File: src/cbu_pkg.sv
// Package for the 8080 branch unit: opcode codes, cycle counts,
// the registered input and result types, and the condition test.
// No dependencies.
package cbu_pkg;

  // Opcodes decoded as a whole byte
  localparam logic [7:0] OPC_CALL = 8'hCD;
  localparam logic [7:0] OPC_RET  = 8'hC9;
  localparam logic [7:0] OPC_PCHL = 8'hE9;
  localparam logic [7:0] OPC_JMP  = 8'hC3;

  // Opcode groups, matched after masking out the condition field
  localparam logic [7:0] GROUP_MASK   = 8'hC7;
  localparam logic [7:0] GRP_RST      = 8'hC7;
  localparam logic [7:0] GRP_CCC      = 8'hC4;
  localparam logic [7:0] GRP_RCC      = 8'hC0;
  localparam logic [7:0] GRP_JCC      = 8'hC2;
  localparam logic [7:0] RST_VEC_MASK = 8'h38;

  // Machine cycle counts
  localparam logic [4:0] CYC_NONE  = 5'd0;
  localparam logic [4:0] CYC_SHORT = 5'd5;
  localparam logic [4:0] CYC_JUMP  = 5'd10;
  localparam logic [4:0] CYC_MID   = 5'd11;
  localparam logic [4:0] CYC_CALL  = 5'd17;

  // Return address offsets and stack step
  localparam logic [15:0] LEN_ONE   = 16'd1;
  localparam logic [15:0] LEN_THREE = 16'd3;
  localparam logic [15:0] SP_STEP   = 16'd2;

  // Condition selectors (opcode bits 5:4 pick the flag)
  localparam logic [1:0] CSEL_ZERO   = 2'd0;
  localparam logic [1:0] CSEL_CARRY  = 2'd1;
  localparam logic [1:0] CSEL_PARITY = 2'd2;
  localparam logic [1:0] CSEL_SIGN   = 2'd3;

  typedef struct packed {
    logic [7:0]  mode;
    logic [15:0] immediate_address;
    logic [15:0] hl_value;
    logic        flag_zero;
    logic        flag_carry;
    logic        flag_parity;
    logic        flag_sign;
    logic [15:0] stack_word;
  } in_item_t;

  typedef struct packed {
    logic [15:0] next_pc;
    logic [15:0] next_sp;
    logic        push_enable;
    logic [15:0] push_address;
    logic [15:0] push_word;
    logic        taken;
    logic [4:0]  cycles;
    logic        not_branch;
  } br_result_t;

  // Bit 0 of sel asks for the flag set, bits 2:1 choose the flag
  function automatic logic cond_holds(input logic [2:0] sel, input in_item_t it);
    logic f;
    case (sel[2:1])
      CSEL_ZERO:   f = it.flag_zero;
      CSEL_CARRY:  f = it.flag_carry;
      CSEL_PARITY: f = it.flag_parity;
      CSEL_SIGN:   f = it.flag_sign;
      default:     f = it.flag_sign;
    endcase
    return sel[0] ? f : ~f;
  endfunction

endpackage

File: src/cbu_if.sv
// Valid/ready channel interfaces for the branch unit: instruction input
// and result output. No dependencies.
interface cbu_in_if;
  logic        valid;
  logic        ready;
  logic [7:0]  mode;
  logic [15:0] immediate_address;
  logic [15:0] hl_value;
  logic        flag_zero;
  logic        flag_carry;
  logic        flag_parity;
  logic        flag_sign;
  logic [15:0] stack_word;

  modport source (output valid, mode, immediate_address, hl_value, flag_zero,
                  flag_carry, flag_parity, flag_sign, stack_word,
                  input ready);
  modport sink   (input valid, mode, immediate_address, hl_value, flag_zero,
                  flag_carry, flag_parity, flag_sign, stack_word,
                  output ready);
endinterface

interface cbu_out_if;
  logic        valid;
  logic        ready;
  logic [15:0] next_pc;
  logic [15:0] next_sp;
  logic        push_enable;
  logic [15:0] push_address;
  logic [15:0] push_word;
  logic        taken;
  logic [4:0]  cycles;
  logic        not_branch;

  modport source (output valid, next_pc, next_sp, push_enable, push_address,
                  push_word, taken, cycles, not_branch, input ready);
  modport sink   (input valid, next_pc, next_sp, push_enable, push_address,
                  push_word, taken, cycles, not_branch, output ready);
endinterface

File: src/cbu_decode.sv
// Instruction decode and execute for one control-flow opcode against the
// current PC and SP. Depends on cbu_pkg.
module cbu_decode (
  input  cbu_pkg::in_item_t   item,
  input  logic [15:0]         pc,
  input  logic [15:0]         sp,
  output cbu_pkg::br_result_t res
);
  import cbu_pkg::*;

  logic [7:0]  grp;
  logic [2:0]  sel;
  logic        cond;
  logic [15:0] pc_plus1;
  logic [15:0] pc_plus3;
  logic [15:0] sp_down;
  logic [15:0] sp_up;

  assign grp      = item.mode & GROUP_MASK;
  assign sel      = item.mode[5:3];
  assign cond     = cond_holds(sel, item);
  assign pc_plus1 = pc + LEN_ONE;
  assign pc_plus3 = pc + LEN_THREE;
  assign sp_down  = sp - SP_STEP;
  assign sp_up    = sp + SP_STEP;

  // Tested in order: RST and CALL before the group matches
  always_comb begin
    res = '{next_pc: pc, next_sp: sp, push_enable: 1'b0, push_address: '0,
            push_word: '0, taken: 1'b0, cycles: CYC_NONE, not_branch: 1'b0};
    if (grp == GRP_RST) begin
      res.push_enable = 1'b1;
      res.push_word   = pc_plus1;
      res.next_pc     = {8'h00, item.mode & RST_VEC_MASK};
      res.taken       = 1'b1;
      res.cycles      = CYC_MID;
    end else if (item.mode == OPC_CALL) begin
      res.push_enable = 1'b1;
      res.push_word   = pc_plus3;
      res.next_pc     = item.immediate_address;
      res.taken       = 1'b1;
      res.cycles      = CYC_CALL;
    end else if (grp == GRP_CCC) begin
      if (cond) begin
        res.push_enable = 1'b1;
        res.push_word   = pc_plus3;
        res.next_pc     = item.immediate_address;
        res.taken       = 1'b1;
        res.cycles      = CYC_CALL;
      end else begin
        res.next_pc = pc_plus3;
        res.cycles  = CYC_MID;
      end
    end else if (item.mode == OPC_RET) begin
      res.next_pc = item.stack_word;
      res.next_sp = sp_up;
      res.taken   = 1'b1;
      res.cycles  = CYC_JUMP;
    end else if (grp == GRP_RCC) begin
      if (cond) begin
        res.next_pc = item.stack_word;
        res.next_sp = sp_up;
        res.taken   = 1'b1;
        res.cycles  = CYC_MID;
      end else begin
        res.next_pc = pc_plus1;
        res.cycles  = CYC_SHORT;
      end
    end else if (item.mode == OPC_PCHL) begin
      res.next_pc = item.hl_value;
      res.taken   = 1'b1;
      res.cycles  = CYC_SHORT;
    end else if (item.mode == OPC_JMP) begin
      res.next_pc = item.immediate_address;
      res.taken   = 1'b1;
      res.cycles  = CYC_JUMP;
    end else if (grp == GRP_JCC) begin
      res.next_pc = cond ? item.immediate_address : pc_plus3;
      res.taken   = cond;
      res.cycles  = CYC_JUMP;
    end else begin
      res.not_branch = 1'b1;
    end

    // Pushes lower SP and report the write address
    if (res.push_enable) begin
      res.push_address = sp_down;
      res.next_sp      = sp_down;
    end
  end

endmodule

File: src/cpu8080_branch_unit.sv
// Top level of the 8080 branch/call/return unit: input register, decode,
// result register, PC and SP. Depends on cbu_pkg, cbu_if and cbu_decode.
//
// Usage:
//   in_ch carries one control-flow instruction per transaction: the opcode,
//   the immediate target, HL, the four flags and the word at the stack top.
//   out_ch returns one result per transaction: next PC and SP, the stack
//   write request, taken, machine cycle count and not_branch.
//   An instruction accepted on in_ch sits in the input register and moves
//   into the result register, valid, once that register is empty or read.
//   Throughput is one instruction per cycle when out_ch does not stall;
//   PC and SP are updated as an instruction moves from the input register
//   into the result register, so the next one sees them straight away.
//   Reset clears PC, SP and both valid flags.
//   When out_ch stalls, the result register holds; one more instruction
//   waits in the input register, after which in_ch.ready drops.
module cpu8080_branch_unit (
  input  logic       clk,
  input  logic       rst_n,
  cbu_in_if.sink     in_ch,
  cbu_out_if.source  out_ch
);
  import cbu_pkg::*;

  in_item_t    s1_item_r;
  logic        s1_valid_r;
  br_result_t  res_r;
  br_result_t  res_nxt;
  logic        out_valid_r;
  logic [15:0] pc_r;
  logic [15:0] sp_r;
  logic        s1_adv;
  logic        in_fire;
  in_item_t    in_item;

  // Handshake control
  assign s1_adv      = s1_valid_r & (~out_valid_r | out_ch.ready);
  assign in_ch.ready = ~s1_valid_r | s1_adv;
  assign in_fire     = in_ch.valid & in_ch.ready;

  assign in_item = '{mode: in_ch.mode, immediate_address: in_ch.immediate_address,
                     hl_value: in_ch.hl_value, flag_zero: in_ch.flag_zero,
                     flag_carry: in_ch.flag_carry, flag_parity: in_ch.flag_parity,
                     flag_sign: in_ch.flag_sign, stack_word: in_ch.stack_word};

  cbu_decode u_decode (
    .item (s1_item_r),
    .pc   (pc_r),
    .sp   (sp_r),
    .res  (res_nxt)
  );

  // Input register
  always_ff @(posedge clk) begin
    if (!rst_n) begin
      s1_valid_r <= 1'b0;
    end else if (in_ch.ready) begin
      s1_valid_r <= in_ch.valid;
    end
    if (in_fire) begin
      s1_item_r <= in_item;
    end
  end

  // Result register and architectural state
  always_ff @(posedge clk) begin
    if (!rst_n) begin
      out_valid_r <= 1'b0;
      pc_r        <= '0;
      sp_r        <= '0;
    end else begin
      if (s1_adv) begin
        out_valid_r <= 1'b1;
        pc_r        <= res_nxt.next_pc;
        sp_r        <= res_nxt.next_sp;
      end else if (out_ch.ready) begin
        out_valid_r <= 1'b0;
      end
    end
    if (s1_adv) begin
      res_r <= res_nxt;
    end
  end

  // Output channel
  assign out_ch.valid        = out_valid_r;
  assign out_ch.next_pc      = res_r.next_pc;
  assign out_ch.next_sp      = res_r.next_sp;
  assign out_ch.push_enable  = res_r.push_enable;
  assign out_ch.push_address = res_r.push_address;
  assign out_ch.push_word    = res_r.push_word;
  assign out_ch.taken        = res_r.taken;
  assign out_ch.cycles       = res_r.cycles;
  assign out_ch.not_branch   = res_r.not_branch;

endmodule
File: src/flat_wrapper.sv
// flat-port wrapper written by rule: the top's interface ports become plain ports
module cpu8080_branch_unit_flat import cbu_pkg::*;
  (clk, rst_n, in_ch_valid, in_ch_mode, in_ch_immediate_address, in_ch_hl_value, in_ch_flag_zero, in_ch_flag_carry, in_ch_flag_parity, in_ch_flag_sign, in_ch_stack_word, in_ch_ready, out_ch_valid, out_ch_next_pc, out_ch_next_sp, out_ch_push_enable, out_ch_push_address, out_ch_push_word, out_ch_taken, out_ch_cycles, out_ch_not_branch, out_ch_ready);
  cbu_in_if in_ch_i ();
  cbu_out_if out_ch_i ();
  input  logic clk;
  input  logic rst_n;
  input wire logic [$bits(in_ch_i.valid)-1:0] in_ch_valid;
  input wire logic [$bits(in_ch_i.mode)-1:0] in_ch_mode;
  input wire logic [$bits(in_ch_i.immediate_address)-1:0] in_ch_immediate_address;
  input wire logic [$bits(in_ch_i.hl_value)-1:0] in_ch_hl_value;
  input wire logic [$bits(in_ch_i.flag_zero)-1:0] in_ch_flag_zero;
  input wire logic [$bits(in_ch_i.flag_carry)-1:0] in_ch_flag_carry;
  input wire logic [$bits(in_ch_i.flag_parity)-1:0] in_ch_flag_parity;
  input wire logic [$bits(in_ch_i.flag_sign)-1:0] in_ch_flag_sign;
  input wire logic [$bits(in_ch_i.stack_word)-1:0] in_ch_stack_word;
  output wire logic [$bits(in_ch_i.ready)-1:0] in_ch_ready;
  output wire logic [$bits(out_ch_i.valid)-1:0] out_ch_valid;
  output wire logic [$bits(out_ch_i.next_pc)-1:0] out_ch_next_pc;
  output wire logic [$bits(out_ch_i.next_sp)-1:0] out_ch_next_sp;
  output wire logic [$bits(out_ch_i.push_enable)-1:0] out_ch_push_enable;
  output wire logic [$bits(out_ch_i.push_address)-1:0] out_ch_push_address;
  output wire logic [$bits(out_ch_i.push_word)-1:0] out_ch_push_word;
  output wire logic [$bits(out_ch_i.taken)-1:0] out_ch_taken;
  output wire logic [$bits(out_ch_i.cycles)-1:0] out_ch_cycles;
  output wire logic [$bits(out_ch_i.not_branch)-1:0] out_ch_not_branch;
  input wire logic [$bits(out_ch_i.ready)-1:0] out_ch_ready;
  assign in_ch_i.valid = in_ch_valid;
  assign in_ch_i.mode = in_ch_mode;
  assign in_ch_i.immediate_address = in_ch_immediate_address;
  assign in_ch_i.hl_value = in_ch_hl_value;
  assign in_ch_i.flag_zero = in_ch_flag_zero;
  assign in_ch_i.flag_carry = in_ch_flag_carry;
  assign in_ch_i.flag_parity = in_ch_flag_parity;
  assign in_ch_i.flag_sign = in_ch_flag_sign;
  assign in_ch_i.stack_word = in_ch_stack_word;
  assign in_ch_ready = in_ch_i.ready;
  assign out_ch_valid = out_ch_i.valid;
  assign out_ch_next_pc = out_ch_i.next_pc;
  assign out_ch_next_sp = out_ch_i.next_sp;
  assign out_ch_push_enable = out_ch_i.push_enable;
  assign out_ch_push_address = out_ch_i.push_address;
  assign out_ch_push_word = out_ch_i.push_word;
  assign out_ch_taken = out_ch_i.taken;
  assign out_ch_cycles = out_ch_i.cycles;
  assign out_ch_not_branch = out_ch_i.not_branch;
  assign out_ch_i.ready = out_ch_ready;
  cpu8080_branch_unit u_core (.clk(clk), .rst_n(rst_n), .in_ch(in_ch_i), .out_ch(out_ch_i));
endmodule
File: config.mk
export PLATFORM = sky130hd
export DESIGN_NAME = cpu8080_branch_unit_flat
export DESIGN_NICKNAME = d
export VERILOG_FILES = /design/src/cbu_pkg.sv /design/src/cbu_if.sv /design/src/cbu_decode.sv /design/src/cpu8080_branch_unit.sv /design/src/flat_wrapper.sv
export SDC_FILE = /design/constraint.sdc
export NUM_CORES = 1
export LEC_CHECK = 0
export CORE_MARGIN = 2
export CORE_UTILIZATION = 28
export DETAILED_ROUTE_END_ITERATION = 8
export DONT_BUFFER_PORTS = 1
export GPL_TIMING_DRIVEN = 0
export HOLD_SLACK_MARGIN = 0.02
export PLACE_DENSITY_LB_ADDON = 0.15
export SYNTH_ARGS = -nofsm -noshare
export SYNTH_HDL_FRONTEND = slang
export SYNTH_SLANG_ARGS = --single-unit
File: constraint.sdc
create_clock -name clk -period 5 [get_ports clk]
set_input_delay 0.5 -clock clk [delete_from_list [all_inputs] [get_ports clk]]
set_output_delay 0.5 -clock clk [all_outputs]
set_load 0.05 [all_outputs]
==> impl_results.md <==
* Crit path time final at 3564 ps
* Area of the multi-input gates at 3379 µm²
* Crit. End Element: register
* RSZ-0062 raised after global routing: false
* Area Growth Syn to Fin at 13.60%
* Setup WS post-layout at 1436 ps
* Leak at 3.126 nW
* Worst R2R Start: u_core.pc_r[0]
* # hold bufs at CTS at 0
* Clock Latency Late Sink at 440 ps
* Simple-gate share of the synthesized area at 15.95%
* Main flop type after synthesis: edfxtp_1
* Largest family of logic cells by synthesized area: compound AO/OA/AOI/OAI gates
* Post-synth EDFFs at 129
* Worst EP required at 5200 ps
* Max frequency at 0.2806 GHz
* H-tree depth at 4
* Post-synth ARST share at 0%
* Number of global-route vias before repair at 5909
* Core area at 28860 µm²
* Syn_area_per_cell at 10.74 µm²
* Starting DRT DRC Count at 541
* Max_cap viols at 0
* FF+latch area at 4534 µm²
* Post-synthesis mux area share at 0.6373%
* Min-delay src: in_ch_flag_parity
* Finished Layout Cells at 1186
* Vias at 6165
* CP Launch Type: register
* ANT cells at 0
* Worst-margin pin slew at 1003 ps
* Critical path's largest stage delay at 570 ps
* DP Cell Count at 1154
* Hold worst-path end: u_core.s1_item_r[17]
* Crit path max fanout at 10
* Via density at 5.198
* Peak supply drop at 190.5 µV
* Pre-CTS setup slack at 1478 ps
* Starting Density at 28.57%
* Initial antenna violation count at 0
* Post-DRT Antenna Nets at 0
* Power, Total at 3.291 mW
* Number of hold violations in the final report at 0
* Final core utilization at 32.46%
* Compound-gate portion of the synthesized area at 16.66%
* Final Setup Violations at 0
* Routed wire length at 26460 µm
* Crit-path most repeated cell: clkbuf_1
* Site row count at 62
* Gr ovfl total at 0
* CTS clk-pin slew, worst paths at 70 ps
* Final setup TNS at 0 ps
* Worst path bufs/invs at 4
* Hold slack at 154.5 ps
* CP max stage cell: clkbuf_1
* Critical path type: register to register
* Post-synthesis xor/xnor area fraction at 6.874%
* PD cells at 351.3 nW/µm²
* Final Wtd Congestion at 0.9156
* Num ports at 138
* Largest net degree at the start of global routing at 63
* R2R setup slack at 1440 ps
* Pins over their slew limit at 0
* TritonCTS clock tree: built
* DP Area at 8763 µm²
* Delay-heaviest family, CP: buffers and inverters
* Clk sink count at 162
* Routed len/inst at 22.31 µm
* Nets at 857
* Clock root buffer: clkbuf_16
* GRT Total Usage at 17.01%
* WP data arrival at 3770 ps
* Yosys warnings at 0
* Clock skew at 13.69 ps
* Slew headroom at 32.87%
* Global-route wire length before repair at 38800 µm
* CTS Buffer Depth at 2
* Reg2Reg Depth at 12
* Die area at 30840 µm²
* HPWL Detailed at 19150 µm
* Post-route clock period utilization at 71.28%
* DRT Pass-1 Iters at 6
* Setup Fix Bufs, Post-CTS at 0
* Share of layout cells above drive strength 1 at 10.97%
* Hold Path Class: input port to register
* Residual DRC at 0
* CTS resizes at 0
* Die Height at 175.6 µm
* Die X-Extent at 175.6 µm
* Area of the mapped netlist at 8245 µm²
* IO buf count at 0
* Final Instance Area at 9366 µm²
* Fill cells at 2976
* WHS Path Cells at 0
* Worst-path cell chain: clkbuf_1 -> clkbuf_1 -> inv_1 -> ha_1 -> clkbuf_1 -> nor2b_1 -> nand4_1 -> xnor2_1 -> mux2i_1 -> a211oi_1 -> a21oi_1 -> nor3_1
* Synth cell types at 83
* Synthesized flop and latch total at 162
* Worst flop-to-flop path endpoint: u_core.out_ch.next_pc[12]
* Outcome: finished clean
* Sequential-to-total area share from yosys stat at 54.99%
* Synthesized instance count at 768
* Total CTS buffers at 17
* Adder-Cell Fraction of Synth Area at 0.7436%
-- Yosys cell counts, types with 3 or more instances --
master	count	share of area (%)
dfxtp_1	33	8.0
xnor2_1	37	3.9
and2_1	17	1.3
a221oi_1	5	0.53
nor3_1	17	1.0
xor2_1	24	2.5
a211oi_1	6	0.55
a21oi_1	44	2.7
nand3_1	31	1.9
o22ai_1	18	1.4
clkbuf_1	38	1.7
nor4_1	8	0.61
or3_1	7	0.53
buf_1	5	0.23
nand4_1	13	0.99
and3_1	6	0.46
mux2i_1	3	0.36
inv_1	9	0.41
nand2_1	45	2.0
buf_2	11	0.67
nor2_1	85	3.9
nand2b_1	4	0.30
a22oi_1	5	0.46
nor2b_1	5	0.38
o21ai_1	9	0.55
o31ai_1	8	0.73
buf_4	7	0.64
o21a_1	4	0.36
or2_2	4	0.30
o21ai_0	36	2.2
ha_1	4	0.61
o221ai_1	11	1.2
a31oi_1	6	0.46
or4_1	3	0.27
o221a_2	3	0.41
o2bb2ai_1	4	0.42
a21oi_2	3	0.32
edfxtp_1	129	47
nand3b_1	3	0.27
-- metal layers --
metal	vias up	track usage (%)	share of wire, %
li1	2908	-	-
met1	2955	23.85	46
met2	278	26.51	45
met3	24	3.961	7.7
met4	0	4.339	1.3
met5	-	0	0
-- power by group --
part           internal [mW]  leakage (nW)  switching, mW
combinational         0.0820          1.32          0.175
clock                  0.768         0.298          0.605
sequential              1.53          1.51          0.132
-- state kept, by name, indices dropped and copies added, names as in the netlist, 4 cells and up --
| signal | cells |
|---|---|
| u_core.out_ch.push_word | 16 |
| u_core.out_ch.cycles | 4 |
| u_core.pc_r | 16 |
| u_core.out_ch.push_address | 15 |
| u_core.out_ch.next_sp | 15 |
| u_core.out_ch.next_pc | 16 |
| u_core.sp_r | 15 |
| u_core.s1_item_r | 60 |
-- cell usage in the layout (no fill, tap or decap), types with 4 or more instances in the layout --
cell,netlist,final
a211oi_1,6,6
a21oi_1,44,44
a221oi_1,5,5
a22oi_1,5,5
a31oi_1,6,6
and2_1,17,16
and3_1,6,6
buf_1,5,5
buf_2,11,11
buf_4,7,7
clkbuf_1,38,37
clkbuf_16,0,17
dfxtp_1,33,33
edfxtp_1,129,129
ha_1,4,4
inv_1,9,9
inv_6,0,6
nand2_1,45,45
nand2b_1,4,4
nand3_1,31,31
nand4_1,13,13
nor2_1,85,85
nor2b_1,5,5
nor3_1,17,17
nor4_1,8,8
o21a_1,4,4
o21ai_0,36,36
o21ai_1,9,9
o221ai_1,11,11
o22ai_1,18,18
o2bb2ai_1,4,4
o31ai_1,8,8
or2_2,4,4
or3_1,7,7
xnor2_1,37,37
xor2_1,24,24
-- cell families (layout without fill, tap and decap cells) --
group	count (synthesis)	count (layout)
flip-flops	162	162
buffers and inverters	75	108
XOR/XNOR	63	63
AND/OR/NAND/NOR	261	261
multiplexers	4	4
other	1	2
adder cells (fa/ha/maj)	5	5
AO/OA/AOI/OAI	197	197
-- area by class of cell --
type | count | share of cell area (%)
plain buffers | 63 | 3.153
clock buffers | 18 | 4.689
clock inverters | 14 | 1.750
inverters | 12 | 0.4943
multi-input cells | 532 | 36.08
flip-flops and latches | 162 | 48.41
well taps | 384 | 5.130
repair buffers | 1 | 0.2939
-- worst max path at each step --
| stage | from | to | slack, ps | cells past startpoint |
|---|---|---|---|---|
| 6_report | u_core.pc_r[0] | u_core.out_ch.next_pc[12] | 1440 | 12 |
| 5_1_grt | u_core.pc_r[0] | u_core.out_ch.next_pc[12] | 1250 | 12 |
| 4_1_cts | u_core.s1_item_r[57] | u_core.out_ch.taken | 1450 | 7 |
| 3_5_place_dp | u_core.s1_item_r[57] | u_core.out_ch.taken | 1480 | 7 |
| 3_3_place_gp | u_core.out_ch.valid | u_core.sp_r[2] | -500 | 6 |
| 2_1_floorplan | u_core.out_ch.valid | u_core.sp_r[2] | 1190 | 6 |
-- worst reg2reg max path, cell delays in order (launching register included) --
cell,delay (ps)
dfxtp_1,370
clkbuf_1,310
clkbuf_1,570
inv_1,100
ha_1,220
clkbuf_1,260
nor2b_1,180
nand4_1,120
xnor2_1,310
mux2i_1,160
a211oi_1,250
a21oi_1,120
nor3_1,370
(Power assumes the default switching activity.)
